===== src/lbp_pkg.sv =====
`timescale 1ns / 1ps
package lbp_pkg;

  localparam int CODE_BITS = 8;
  localparam int NUM_BINS = 256;
  localparam int WIDTH_REG_BITS = 11;
  localparam logic [WIDTH_REG_BITS-1:0] WIDTH_RESET = 11'd1024;
  localparam int MIN_WIDTH = 3;
  localparam int OUT_DEPTH = 4;
  localparam int OUT_CNT_BITS = 3;

  localparam logic OP_PUSH = 1'b0;
  localparam logic OP_READ = 1'b1;

  localparam logic KIND_CODE = 1'b0;
  localparam logic KIND_COUNT = 1'b1;

  localparam logic REG_IMAGE_WIDTH = 1'b0;

  typedef struct packed {
    logic                 vld;
    logic                 rd;
    logic                 clr;
    logic                 inc;
    logic [CODE_BITS-1:0] bin;
  } hist_req_t;

endpackage


===== src/lbp_out_fifo.sv =====
`timescale 1ns / 1ps
module lbp_out_fifo #(
  parameter int DATA_W = 33
) (
  input  logic                             clk,
  input  logic                             rst_n,
  input  logic                             push,
  input  logic [DATA_W-1:0]                push_data,
  output logic                             pop_vld,
  input  logic                             pop_rdy,
  output logic [DATA_W-1:0]                pop_data,
  output logic [lbp_pkg::OUT_CNT_BITS-1:0] cnt
);
  import lbp_pkg::*;

  localparam int PTR_W = $clog2(OUT_DEPTH);

  logic [DATA_W-1:0]       fifo_mem [OUT_DEPTH];
  logic [PTR_W-1:0]        wr_ptr_r, rd_ptr_r;
  logic [OUT_CNT_BITS-1:0] cnt_r, cnt_nxt;
  logic                    pop;

  assign pop_vld  = (cnt_r != '0);
  assign pop      = pop_vld && pop_rdy;
  assign pop_data = fifo_mem[rd_ptr_r];
  assign cnt      = cnt_r;

  always_comb begin
    cnt_nxt = cnt_r;
    if (push && !pop) begin
      cnt_nxt = cnt_r + OUT_CNT_BITS'(1);
    end else if (pop && !push) begin
      cnt_nxt = cnt_r - OUT_CNT_BITS'(1);
    end
  end

  always_ff @(posedge clk) begin
    if (!rst_n) begin
      wr_ptr_r <= '0;
      rd_ptr_r <= '0;
      cnt_r    <= '0;
    end else begin
      cnt_r <= cnt_nxt;
      if (push) begin
        wr_ptr_r <= wr_ptr_r + PTR_W'(1);
      end
      if (pop) begin
        rd_ptr_r <= rd_ptr_r + PTR_W'(1);
      end
    end
  end

  always_ff @(posedge clk) begin
    if (push) begin
      fifo_mem[wr_ptr_r] <= push_data;
    end
  end

endmodule


===== config.mk =====
export PLATFORM = sky130hd
export DESIGN_NAME = lbp_out_fifo
export DESIGN_NICKNAME = d
export VERILOG_FILES = /design/src/lbp_pkg.sv /design/src/lbp_out_fifo.sv
export SDC_FILE = /design/constraint.sdc
export NUM_CORES = 1
export LEC_CHECK = 0
export CAP_MARGIN = 20
export CORE_ASPECT_RATIO = 1.75
export CORE_MARGIN = 2
export CORE_UTILIZATION = 59
export CTS_CLUSTER_SIZE = 10
export DETAILED_ROUTE_END_ITERATION = 16
export DONT_BUFFER_PORTS = 1
export GPL_ROUTABILITY_DRIVEN = 0
export PLACE_DENSITY = 0.84
export SLEW_MARGIN = 30
export SYNTH_ARGS = -nofsm -noshare
export SYNTH_HDL_FRONTEND = slang
export SYNTH_SLANG_ARGS = --single-unit

===== constraint.sdc =====
create_clock -name clk -period 2.52 [get_ports clk]
set_input_delay 0 -clock clk [delete_from_list [all_inputs] [get_ports clk]]
set_output_delay 0 -clock clk [all_outputs]
set_load 0.02 [all_outputs]

-- Word-level counts from Yosys, hierarchy flattened
Memories as Yosys holds them, arrays and structs flattened. A register that Yosys moved wholly into a read port is not among the register bits.
Cells that the tools add are included.
- logic and storage cells: 21
- output and inout bits: 37
- memories: 1
- memory bits (writable): 132
- bits of input ports: 37
- register bits after elaboration: 7
- reduce and logical (&&, ||, !) cells: 7
- add/sub/neg operators: 4
- mux-type cells: 6
- memories (memory ; depth ; width ; rd ports ; clocked after memory_dff ; write ports ; RTL line ; source):
    fifo_mem ; 4 ; 33 ; 1 ; 1 ; 1 ; lbp_out_fifo.sv:18 ; logic [DATA_W-1:0] fifo_mem [OUT_DEPTH];
- operator list (operator ; count):
    3-bit two-way mux ; 2
    2-bit by 1-bit adder with 2-bit output, second input constant ; 2
    2-bit two-way mux ; 2
    3-bit by 1-bit adder with 3-bit output, second input constant ; 1
    1-bit logical AND ; 3
    3-bit nonzero test ; 1
    3-bit by 1-bit subtractor with 3-bit output, second input constant ; 1
    1-bit zero test ; 2
    1-bit two-way mux ; 2
    2-bit nonzero test ; 1

-- Longest topological paths before layout
Gate-level depths: netlist of the first run.
- depth after elaboration: 5
- depth in mapped cells: 7
- gate-level depth less buffers: 7

-- Worst setup path before layout of the first run
OpenSTA, ideal clock, no wires.
- kind: flip-flop to flip-flop
- from: reg cnt_r[1], in the netlist cnt[1]
- to: reg cnt_r[2], in the netlist cnt[2]
- data required time: 2444 ps
- buffers on the path: 0
- setup slack: 501 ps
- cell stages (with the launch flop): 8
- arrival time: 1944 ps
- clock period less this slack: 2019 ps
- library setup time: 76 ps
- cell sequence: dfxtp_1 > o31ai_4 > ha_1 > inv_1 > fa_1 > xor2_1 > or3_1 > a21boi_0
- longest elaborated chain between the ends: 5
- elaborated cells on any way between the ends: 10
- those cells by class: 2 x add/sub; 2 x mux; 6 x reduce/logical
- ends and longest elaborated chain (what ; RTL line ; source):
    start: declaration ; lbp_out_fifo.sv:20 ; logic [OUT_CNT_BITS-1:0] cnt_r, cnt_nxt;
    start signal: assignment ; lbp_out_fifo.sv:43 ; cnt_r <= cnt_nxt;
    branches (longest 5 deep; another with 3-bit by 1-bit subtractor with 3-bit output) ; - ;
Several ways; the timed one is not identified. The select of a mux whose other input is x is not followed.
A chain may end at the register's enable or synchronous reset.

-- Final worst setup path of the first run
- from: reg cnt_r[0], in the netlist cnt[0]
- to: reg cnt_r[2], in the netlist cnt[2]
The elaborated chain is that of the path after synthesis.

==> run_results.csv, run 1 <==
group,metric,value,unit
run_status,status,"completed",
floorplan,ioPinCount,74,
critical_path,r2r_slack,180,ps
global_route,track_usage,0.202,
sta,maxSlewViolCount,0,
yosys,syn-num-nets,258,
sta,worstMarginPinSlew,858,ps
sta,setup_ws,183,ps
power_and_ir_drop,ir_drop,0.824,mV
power_and_ir_drop,p_clk_frac,0.347,
sta,fmax,428,MHz
sta,maxSlewHeadroom,0.428,
final_layout,drive_gt1_frac,0.244,
floorplan,core,8670,um^2
floorplan,dieHeight,129,um
power_and_ir_drop,p_comb_frac,0.193,
yosys,synth_edf_count,132,
drt,first_iter_violations,143,
sta,hold_violations,0,
sta,finalSetupTns,0,ps
power_and_ir_drop,p_sw,1.67,mW
clock_network,clk_pin_slew,60,ps
drt,dr_total_vias,2293,
min_path,hold_end,"fifo_mem[0][25]$_DFFE_PP_",
yosys,post-synth-top-area-cell,"edfxtp_1",
drt,routed_wl,8640,um
clock_network,clock_sinks,141,
clock_network,clkLatencyLatePin,410,ps
clock_network,hold_buffers,37,
critical_path,rr_startpoint,"cnt[0]$_SDFFE_PN0P_",
clock_network,cts_tree,"built",
global_route,first_global_vias,2501,
final_layout,final_core_util,0.727,
final_layout,fillers,536,
run,cap_viol_max_count,0,
final_layout,regArea,4150,um^2
yosys,avgSynthCellArea,24.5,um^2
clock_network,clockRootBuffer,"clkbuf_16",
global_route,overflow,0,
final_layout,syn_to_final_growth,19.5,%
power_and_ir_drop,p_int,4.59,mW
place,dp_hpwl,5000,um
final_layout,multi_input_comb_area,1040,um^2
yosys,synthCells,215,
power_and_ir_drop,leakage,2.05,nW
drt,post_drt_wl_per_cell,21.6,um
yosys,synth.top_cells.by_area,"edfxtp_1 (75%), mux4_2 (13%), dfxtp_1 (3.4%), mux4_1 (1.5%), ha_1 (1.2%)",
yosys,synth_async_sr_flop_share,0,
critical_path,timing.rr.end,"cnt[2]$_SDFFE_PN0P_",
sta,finalCriticalPeriod,2340,ps
critical_path,cp-end-kind,"register",
clock_network,clockBufferDepth,2,
clock_network,cts_buffers,17,
global_route,grt_max_degree,34,
floorplan,num_rows,45,
drt,drc,0,
power_and_ir_drop,p_sw_frac,0.267,
sta,finalCritPeriodShare,0.927,
critical_path,reg2regPathDepth,7,
min_path,holdCritPathClass,"input pin to register",
critical_path,arrival,2650,ps
min_path,min_from,"push",
floorplan,start_util,0.609,
power_and_ir_drop,p_total,6.26,mW
final_layout,diodes,0,
clock_network,ctsResizeCount,0,
floorplan,die_w,75.5,um
yosys,yosysWarningCount,0,
place,post-place-ws,252,ps
critical_path,critPathMaxFanout,6,
yosys,synth_ff_type,"edfxtp_1",
power_and_ir_drop,power.density,993,nW/um^2
critical_path,critPathLaunch,"cnt[0]$_SDFFE_PN0P_",
sta,rsz0062_at_grt,"no",
power_and_ir_drop,sequentialPowerShare,0.460,
drt,vias_per_cell,5.73,
yosys,yosys.cell_types.count,21,
floorplan,fp.dieArea,9750,um^2
sta,finalSetupViolations,0,
yosys,ys_top_cells_by_count,"edfxtp_1 (132), mux4_2 (30), and2_1 (9), dfxtp_1 (9), ha_1 (5)",
final_layout,finalNetCount,313,
drt,drtPass1Iterations,4,
sta,finClkSkew,5.81,ps
yosys,synth_top_area_frac,0.751,
yosys,synth.yosys.seq_area_share,0.785,
clock_network,postCtsSetupBuffers,0,
clock_network,htree_levels,4,
critical_path,path_class,"register to register",
global_route,grt_pass1_wl,13500,um
yosys,yosysMostFrequentCell,"edfxtp_1",
yosys,synth_area,5280,um^2
drt,drtAntennaViolNets,0,
critical_path,critPathLaunchType,"register",
yosys,synth-seq-cells,141,
critical_path,cp.required,2830,ps
min_path,hold_depth,1,
global_route,antenna_found_initial,0,
place,numPortBuffers,0,
## critical path, stage by stage, from the launching register on
cell      delay [ps]
dfxtp_1          460
o31ai_4          320
ha_1             250
inv_1             70
fa_1             380
xor2_1           190
or3_1            330
a21boi_0         250
## how the worst max path moves through the flow
stage | end | slack [ps] | cells after the start
2_1_floorplan | cnt[2]$_SDFFE_PN0P_ | 500 | 7
6_report | cnt[2]$_SDFFE_PN0P_ | 180 | 7
3_5_place_dp | cnt[2]$_SDFFE_PN0P_ | 250 | 7
4_1_cts | cnt[2]$_SDFFE_PN0P_ | 250 | 7
5_1_grt | cnt[2]$_SDFFE_PN0P_ | 30 | 7
3_3_place_gp | cnt[2]$_SDFFE_PN0P_ | 460 | 7
## routing by layer
metal  global-route usage  wire (um)
met1                0.230       3220
met2                0.338       4860
met3               0.0677        388
met4               0.0939        168
met5                    0          0
## cell type report
type                    instances  area share
flip-flops and latches        141       0.657
multi-input cells              63       0.164
repair buffers                 44      0.0710
clock buffers                  22      0.0704
well taps                     117      0.0232
clock inverters                10      0.0117
inverters                       3     0.00179
## stage by stage
step / hold slack, ps / std cells / cell area [um^2]
floorplan: 98.9 / 215 / 5280
CTS: 137 / 400 / 6310
global placement: 99.0 / 331 / 5420
global route: 139 / 400 / 6310
finish: 140 / 400 / 6310
detailed placement: 99.0 / 331 / 5420
## placed cells by master (no fill, tap or decap)
cell / instances
edfxtp_1: 132
or3_1: 2
mux4_1: 3
dfxtp_1: 7
o31ai_4: 1
and2_2: 4
o311ai_2: 1
inv_1: 3
nor2b_1: 2
xnor2_1: 3
dfxtp_2: 2
clkinv_1: 3
xor2_1: 2
clkbuf_16: 17
o21ai_0: 1
buf_4: 5
fa_1: 1
dlygate4sd3_1: 37
mux2i_1: 2
clkinv_2: 5
buf_12: 2
clkbuf_1: 5
a21boi_0: 1
mux4_2: 30
bufinv_16: 1
ha_1: 5
clkinvlp_4: 1
and2_1: 5
## sequential cells by signal (all words and copies together) (netlist names), named ones only
register / cells
cnt: 3
fifo_mem: 132
rd_ptr_r: 2
wr_ptr_r: 2
## cells by family (layout without fill, tap and decap cells)
logic type,after synthesis,count (layout),share of synthesized area
buffers and inverters,11,79,0.0192
XOR/XNOR,5,5,0.00830
flip-flops,141,141,0.785
AO/OA/AOI/OAI,4,4,0.00948
AND/OR/NAND/NOR,13,13,0.0154
adder cells (fa/ha/maj),6,6,0.0156
multiplexers,35,35,0.147
## power groups by stage
stage / clock (mW) / sequential (mW) / combinational, mW
3_5_place_dp: 0 / 2.93 / 1.16
3_3_place_gp: 0 / 2.92 / 1.14
5_1_grt: 2.32 / 2.91 / 1.28
4_1_cts: 2.21 / 2.89 / 1.23
6_report: 2.17 / 2.88 / 1.21
2_1_floorplan: 0 / 2.84 / 1.14
No activity file was read; power rests on OpenSTA's default activity.
==> run 2: changes to the inputs <==
--- a/config.mk
+++ b/config.mk
@@ -13,7 +13,7 @@
 export DETAILED_ROUTE_END_ITERATION = 16
 export DONT_BUFFER_PORTS = 1
 export GPL_ROUTABILITY_DRIVEN = 0
-export PLACE_DENSITY = 0.84
+export PLACE_DENSITY = 0.81
 export SLEW_MARGIN = 30
 export SYNTH_ARGS = -nofsm -noshare
 export SYNTH_HDL_FRONTEND = slang
==> constraint.sdc (replaced) <==
create_clock -name clk -period 2.6 [get_ports clk]
set_input_delay 0 -clock clk [delete_from_list [all_inputs] [get_ports clk]]
set_output_delay 0 -clock clk [all_outputs]
set_load 0.02 [all_outputs]
==> run 2 against run 1 <==
Sequential share of layout area is 0.81 points lower; routed wire length is 2.8% higher; worst setup slack better by 270 ps; first-iteration DRC count is 24% lower; design area is 1.2% higher; sequential cell count stayed put; combinational power is 3% lower; total power is 2.0% higher; critical path type unchanged; via count is 0.31% lower.
==> run_results.csv, run 2 (synthesized netlist as in run 1, its figures left out) <==
group,metric,value,unit
global_route,antenna_found_initial,0,
final_layout,mostFrequentLayoutCells,"edfxtp_1 (132), dlygate4sd3_1 (36), mux4_2 (30)",
sta,fmax,466,MHz
final_layout,diodes,0,
run,cap_viol_max_count,0,
power_and_ir_drop,p_sw_frac,0.256,
clock_network,clk_pin_slew,50,ps
drt,drc,0,
drt,first_iter_violations,109,
sta,maxSlewViolCount,0,
final_layout,final_core_util,0.737,
run_status,status,"completed",
clock_network,clockBufferDepth,2,
power_and_ir_drop,p_int,4.75,mW
place,numPortBuffers,0,
sta,finalCritPeriodShare,0.825,
floorplan,start_util,0.609,
floorplan,num_rows,45,
clock_network,clkLatencyLatePin,410,ps
clock_network,clockRootBuffer,"clkbuf_16",
drt,drtAntennaViolNets,0,
drt,vias_per_cell,5.70,
floorplan,core,8670,um^2
critical_path,cp.required,2940,ps
clock_network,cts_tree,"built",
sta,finalSetupTns,0,ps
global_route,first_global_vias,2408,
final_layout,finalNetCount,314,
global_route,track_usage,0.201,
sta,worstMarginPinSlew,869,ps
critical_path,critPathLaunchType,"register",
sta,finalSetupViolations,0,
min_path,holdCritPathClass,"input pin to register",
critical_path,arrival,2480,ps
sta,hold_violations,0,
drt,drtPass1Iterations,4,
drt,dr_total_vias,2286,
final_layout,largest_reg_flops,132,
power_and_ir_drop,leakage,2.08,nW
sta,rsz0062_at_grt,"no",
floorplan,dieHeight,129,um
power_and_ir_drop,sequentialPowerShare,0.439,
global_route,grt_pass1_wl,13200,um
final_layout,final_common_cell,"edfxtp_1",
power_and_ir_drop,power.density,1000,nW/um^2
power_and_ir_drop,p_sw,1.64,mW
sta,finalCriticalPeriod,2140,ps
sta,finClkSkew,5.58,ps
clock_network,cts_buffers,17,
power_and_ir_drop,p_comb_frac,0.183,
final_layout,syn_to_final_growth,21.0,%
final_layout,regMostFlops,"fifo_mem",
global_route,grt_max_degree,34,
drt,post_drt_wl_per_cell,22.1,um
floorplan,ioPinCount,74,
drt,routed_wl,8880,um
place,dp_hpwl,5170,um
sta,maxSlewHeadroom,0.421,
final_layout,drive_gt1_frac,0.261,
critical_path,cp-end-kind,"register",
floorplan,die_w,75.5,um
clock_network,clock_sinks,141,
clock_network,htree_levels,4,
power_and_ir_drop,ir_drop,0.649,mV
floorplan,fp.dieArea,9750,um^2
critical_path,path_class,"register to register",
critical_path,critPathMaxFanout,6,
global_route,overflow,0,
power_and_ir_drop,p_clk_frac,0.378,
run 2: cell count changes in the layout (fill, tap and decap cells not counted), sizes merged:
cell / before / now
clkinvlp: 1 / 4
clkbuf: 22 / 18
clkinv: 8 / 6
buf: 7 / 9
dlygate4sd3: 37 / 36
bufinv: 1 / 4
run 2: through the flow:
| stage | cells | power, mW | setup slack (ps) | hold slack (ps) | cell area [um^2] |
|---|---|---|---|---|---|
| CTS | 401 | 6.46 | 458 | 11.6 | 6390 |
| finish | 401 | 6.38 | 456 | 44.9 | 6390 |
| detailed placement | 333 | 3.97 | 461 | 99.0 | 5420 |
| floorplan | 215 | 3.86 | 581 | 98.9 | 5280 |
| global placement | 333 | 3.95 | 523 | 99.0 | 5420 |
| global route | 401 | 6.60 | 343 | 59.0 | 6390 |
run 2: layer usage:
layer  routed length (um)  track usage
met5                    0            0
met2                 4950        0.332
met1                 3260        0.231
met3                  485       0.0739
met4                  175       0.0898
run 2: cell type report:
class	count	area, um^2
flip-flops and latches	141	4150
fillers	526	2280
multi-input cells	63	1040
repair buffers	45	440
clock buffers	18	429
clock inverters	14	175
well taps	117	146
inverters	3	11.3
run 2: worst paths after layout:
path | end | slack, ps | from | cells past startpoint
min reg2reg | wr_ptr_r[1]$_SDFFE_PN0P_ | 570 | wr_ptr_r[1]$_SDFFE_PN0P_ | 2
min | cnt[2]$_SDFFE_PN0P_ | 40 | push | 3
max reg2reg | cnt[2]$_SDFFE_PN0P_ | 460 | cnt[1]$_SDFFE_PN0P_ | 7
max | cnt[2]$_SDFFE_PN0P_ | 460 | cnt[1]$_SDFFE_PN0P_ | 7
run 2: power groups by stage:
stage	logic (mW)	registers [mW]	clock network, mW
final	1.17	2.80	2.41
after global routing	1.24	2.83	2.53
after CTS	1.19	2.81	2.46
after detailed placement	1.11	2.86	0
after global placement	1.11	2.84	0
after floorplan	1.11	2.75	0
run 2: timing repair:
action,CTS,global route
endpoints found under the setup margin,0,0
buffers inserted,0,0
resized for setup,0,0
hold buffers,36,0
endpoints found under the hold margin,141,0
run 2: worst max-delay path, stage by stage (launching register included):
cell	delay (ps)
dfxtp_1	450
o31ai_4	320
ha_1	220
inv_1	60
fa_1	370
xor2_1	180
or3_1	310
a21boi_0	160
==> run 3: changes to the inputs <==
--- a/config.mk
+++ b/config.mk
@@ -8,12 +8,12 @@
 export CAP_MARGIN = 20
 export CORE_ASPECT_RATIO = 1.75
 export CORE_MARGIN = 2
-export CORE_UTILIZATION = 59
+export CORE_UTILIZATION = 56
 export CTS_CLUSTER_SIZE = 10
 export DETAILED_ROUTE_END_ITERATION = 16
 export DONT_BUFFER_PORTS = 1
 export GPL_ROUTABILITY_DRIVEN = 0
-export PLACE_DENSITY = 0.81
+export PLACE_DENSITY = 0.8
 export SLEW_MARGIN = 30
 export SYNTH_ARGS = -nofsm -noshare
 export SYNTH_HDL_FRONTEND = slang
==> constraint.sdc (replaced) <==
create_clock -name clk -period 1.8 [get_ports clk]
set_input_delay 0 -clock clk [delete_from_list [all_inputs] [get_ports clk]]
set_output_delay 0 -clock clk [all_outputs]
set_load 0.02 [all_outputs]
==> run 3 against run 2 <==
The run now ends with setup timing left; worst setup slack lost 640 ps; cell count grew 1.5%; die area grew 5.1%; clock power up 34%; critical path type unchanged; largest cell class unchanged; highest routed layer unchanged.
==> run_results.csv, run 3 (synthesized netlist as in run 1, its figures left out) <==
group,metric,value,unit
final_layout,largest_reg_flops,132,
clock_network,clockRootBuffer,"clkbuf_16",
critical_path,crit_path_cell_trace,"o31ai_4, ha_2, inv_2, fa_2, xor2_1, or3_1, a21boi_1",
place,dp_hpwl,5100,um
floorplan,ioPinCount,74,
place,post-place-ws,-177,ps
run_status,violations,"setup timing",
power_and_ir_drop,ir_drop,1.06,mV
power_and_ir_drop,p_sw_frac,0.268,
floorplan,dieHeight,132,um
place,numPortBuffers,0,
critical_path,reg2regPathDepth,7,
critical_path,critical-path-max-stage-delay,350,ps
critical_path,timing.rr.end,"cnt[2]$_SDFFE_PN0P_",
drt,post_drt_wl_per_cell,21.3,um
drt,drtPass1Iterations,5,
sta,maxSlewViolCount,0,
clock_network,htree_levels,4,
clock_network,cts_tree,"built",
critical_path,critPathMaxFanout,2,
critical_path,endpoint,"cnt[2]$_SDFFE_PN0P_",
clock_network,cts_buffers,17,
final_layout,finalNetCount,318,
sta,finalCritPeriodShare,1.10,
power_and_ir_drop,p_comb_frac,0.213,
critical_path,cpMaxStageDelayCell,"dfxtp_4",
global_route,antenna_found_initial,0,
critical_path,r2r_slack,-180,ps
final_layout,mostFrequentLayoutCells,"edfxtp_1 (132), dlygate4sd3_1 (37), mux4_2 (30)",
drt,vias_per_cell,5.56,
sta,finalCriticalPeriod,1980,ps
sta,hold_violations,0,
power_and_ir_drop,p_int,6.68,mW
global_route,track_usage,0.184,
floorplan,core,9090,um^2
final_layout,diodes,0,
critical_path,rr_startpoint,"cnt[2]$_SDFFE_PN0P_",
critical_path,crit_family,"adder cells",
sta,setup_ws,-183,ps
critical_path,crit_cells,7,
critical_path,cp-end-kind,"register",
global_route,grt_pass1_wl,13600,um
critical_path,cp.required,2120,ps
floorplan,fp.dieArea,10200,um^2
final_layout,regMostFlops,"fifo_mem",
global_route,overflow,0,
power_and_ir_drop,power.density,1420,nW/um^2
power_and_ir_drop,p_sw,2.44,mW
critical_path,path_class,"register to register",
critical_path,critPathLaunch,"cnt[2]$_SDFFE_PN0P_",
global_route,first_global_vias,2504,
drt,dr_total_vias,2261,
power_and_ir_drop,sequentialPowerShare,0.432,
drt,drc,0,
power_and_ir_drop,p_clk_frac,0.355,
floorplan,num_rows,46,
sta,finalSetupViolations,1,
final_layout,final_common_cell,"edfxtp_1",
critical_path,critPathLaunchType,"register",
global_route,grt_max_degree,34,
final_layout,fillers,596,
clock_network,clockBufferDepth,2,
place,place_area,5480,um^2
drt,routed_wl,8670,um
clock_network,clock_sinks,141,
floorplan,die_w,77.4,um
final_layout,drive_gt1_frac,0.296,
run_status,status,"complete, but fails checks",
drt,first_iter_violations,135,
critical_path,crit_buf_inv,1,
power_and_ir_drop,leakage,2.10,nW
final_layout,syn_to_final_growth,21.6,%
sta,rsz0062_at_grt,"yes",
min_path,holdCritPathClass,"input pin to register",
sta,fmax,504,MHz
clock_network,clk_pin_slew,50,ps
clock_network,clkLatencyLatePin,410,ps
sta,finClkSkew,8.33,ps
drt,drtAntennaViolNets,0,
sta,maxSlewHeadroom,0.655,
final_layout,postLayoutCellArea,6420,um^2
floorplan,start_util,0.580,
critical_path,arrival,2300,ps
sta,worstMarginPinSlew,518,ps
run,cap_viol_max_count,0,
-- run 3: changes by cell type in the layout (fill, tap and decap cells not counted), sizes merged --
cell | before | now
clkinvlp | 4 | 3
bufinv | 4 | 2
buf | 9 | 12
clkinv | 6 | 7
dlygate4sd3 | 36 | 37
inv | 3 | 4
-- run 3: through the flow --
stage	TNS (ps)	power (mW)	instances	hold WS (ps)	util
after detailed placement	-177	5.84	338	99.0	0.603
after floorplan	-54.5	5.60	215	98.9	-
final	-183	9.12	407	15.4	0.706
after global routing	-278	9.45	407	20.9	0.706
after CTS	-168	9.20	406	8.65	0.705
after global placement	-0.295	5.78	338	99.0	0.603
-- run 3: worst register-to-register path, cell delays in order (launching register included) --
cell and delay, ps:
dfxtp_4 350, o31ai_4 260, ha_2 240, inv_2 50, fa_2 350, xor2_1 180
or3_1 320, a21boi_1 160
-- run 3: power by group through the flow --
| stage | clock (mW) | sequential, mW | combinational, mW |
|---|---|---|---|
| after detailed placement | 0 | 4.00 | 1.84 |
| after floorplan | 0 | 3.99 | 1.61 |
| after CTS | 3.30 | 3.94 | 1.96 |
| after global placement | 0 | 3.99 | 1.79 |
| after global routing | 3.43 | 3.96 | 2.06 |
| final | 3.24 | 3.94 | 1.94 |
-- run 3: worst min-delay path by stage --
stage	slack, ps	cells after the start	from	end
6_report	20	1	push	fifo_mem[1][25]$_DFFE_PP_
3_5_place_dp	100	0	push_data[9]	fifo_mem[3][9]$_DFFE_PP_
3_3_place_gp	100	0	push_data[6]	fifo_mem[0][6]$_DFFE_PP_
5_1_grt	20	1	push	fifo_mem[1][1]$_DFFE_PP_
2_1_floorplan	100	0	push_data[0]	fifo_mem[0][0]$_DFFE_PP_
4_1_cts	9	1	push	fifo_mem[1][24]$_DFFE_PP_
-- run 3: cell type report --
type	count	area, um^2	area share
Multi-Input combinational cell	63	1040	0.163
Timing Repair Buffer	49	502	0.0782
Inverter	3	11.3	0.00175
Clock inverter	13	125	0.0195
Clock buffer	18	429	0.0668
Sequential cell	141	4160	0.648
Tap cell	120	150	0.0234
-- run 3: per-layer routing --
metal	GRT usage	part of all wire	up-vias
met3	0.0587	0.038	10
met2	0.324	0.58	54
met4	0.0804	0.013	0
li1	-	-	1018
met1	0.203	0.37	1179
met5	0	0	-
-- run 3: what timing repair did --
| item | in CTS | in global routing |
|---|---|---|
| hold buffers | 37 | 0 |
| resized for setup | 3 | 2 |
| setup endpoints to repair | 24 | 67 |
| pin swaps | 0 | 1 |
| endpoints found under the hold margin | 141 | 0 |
| buffers inserted | 0 | 1 |
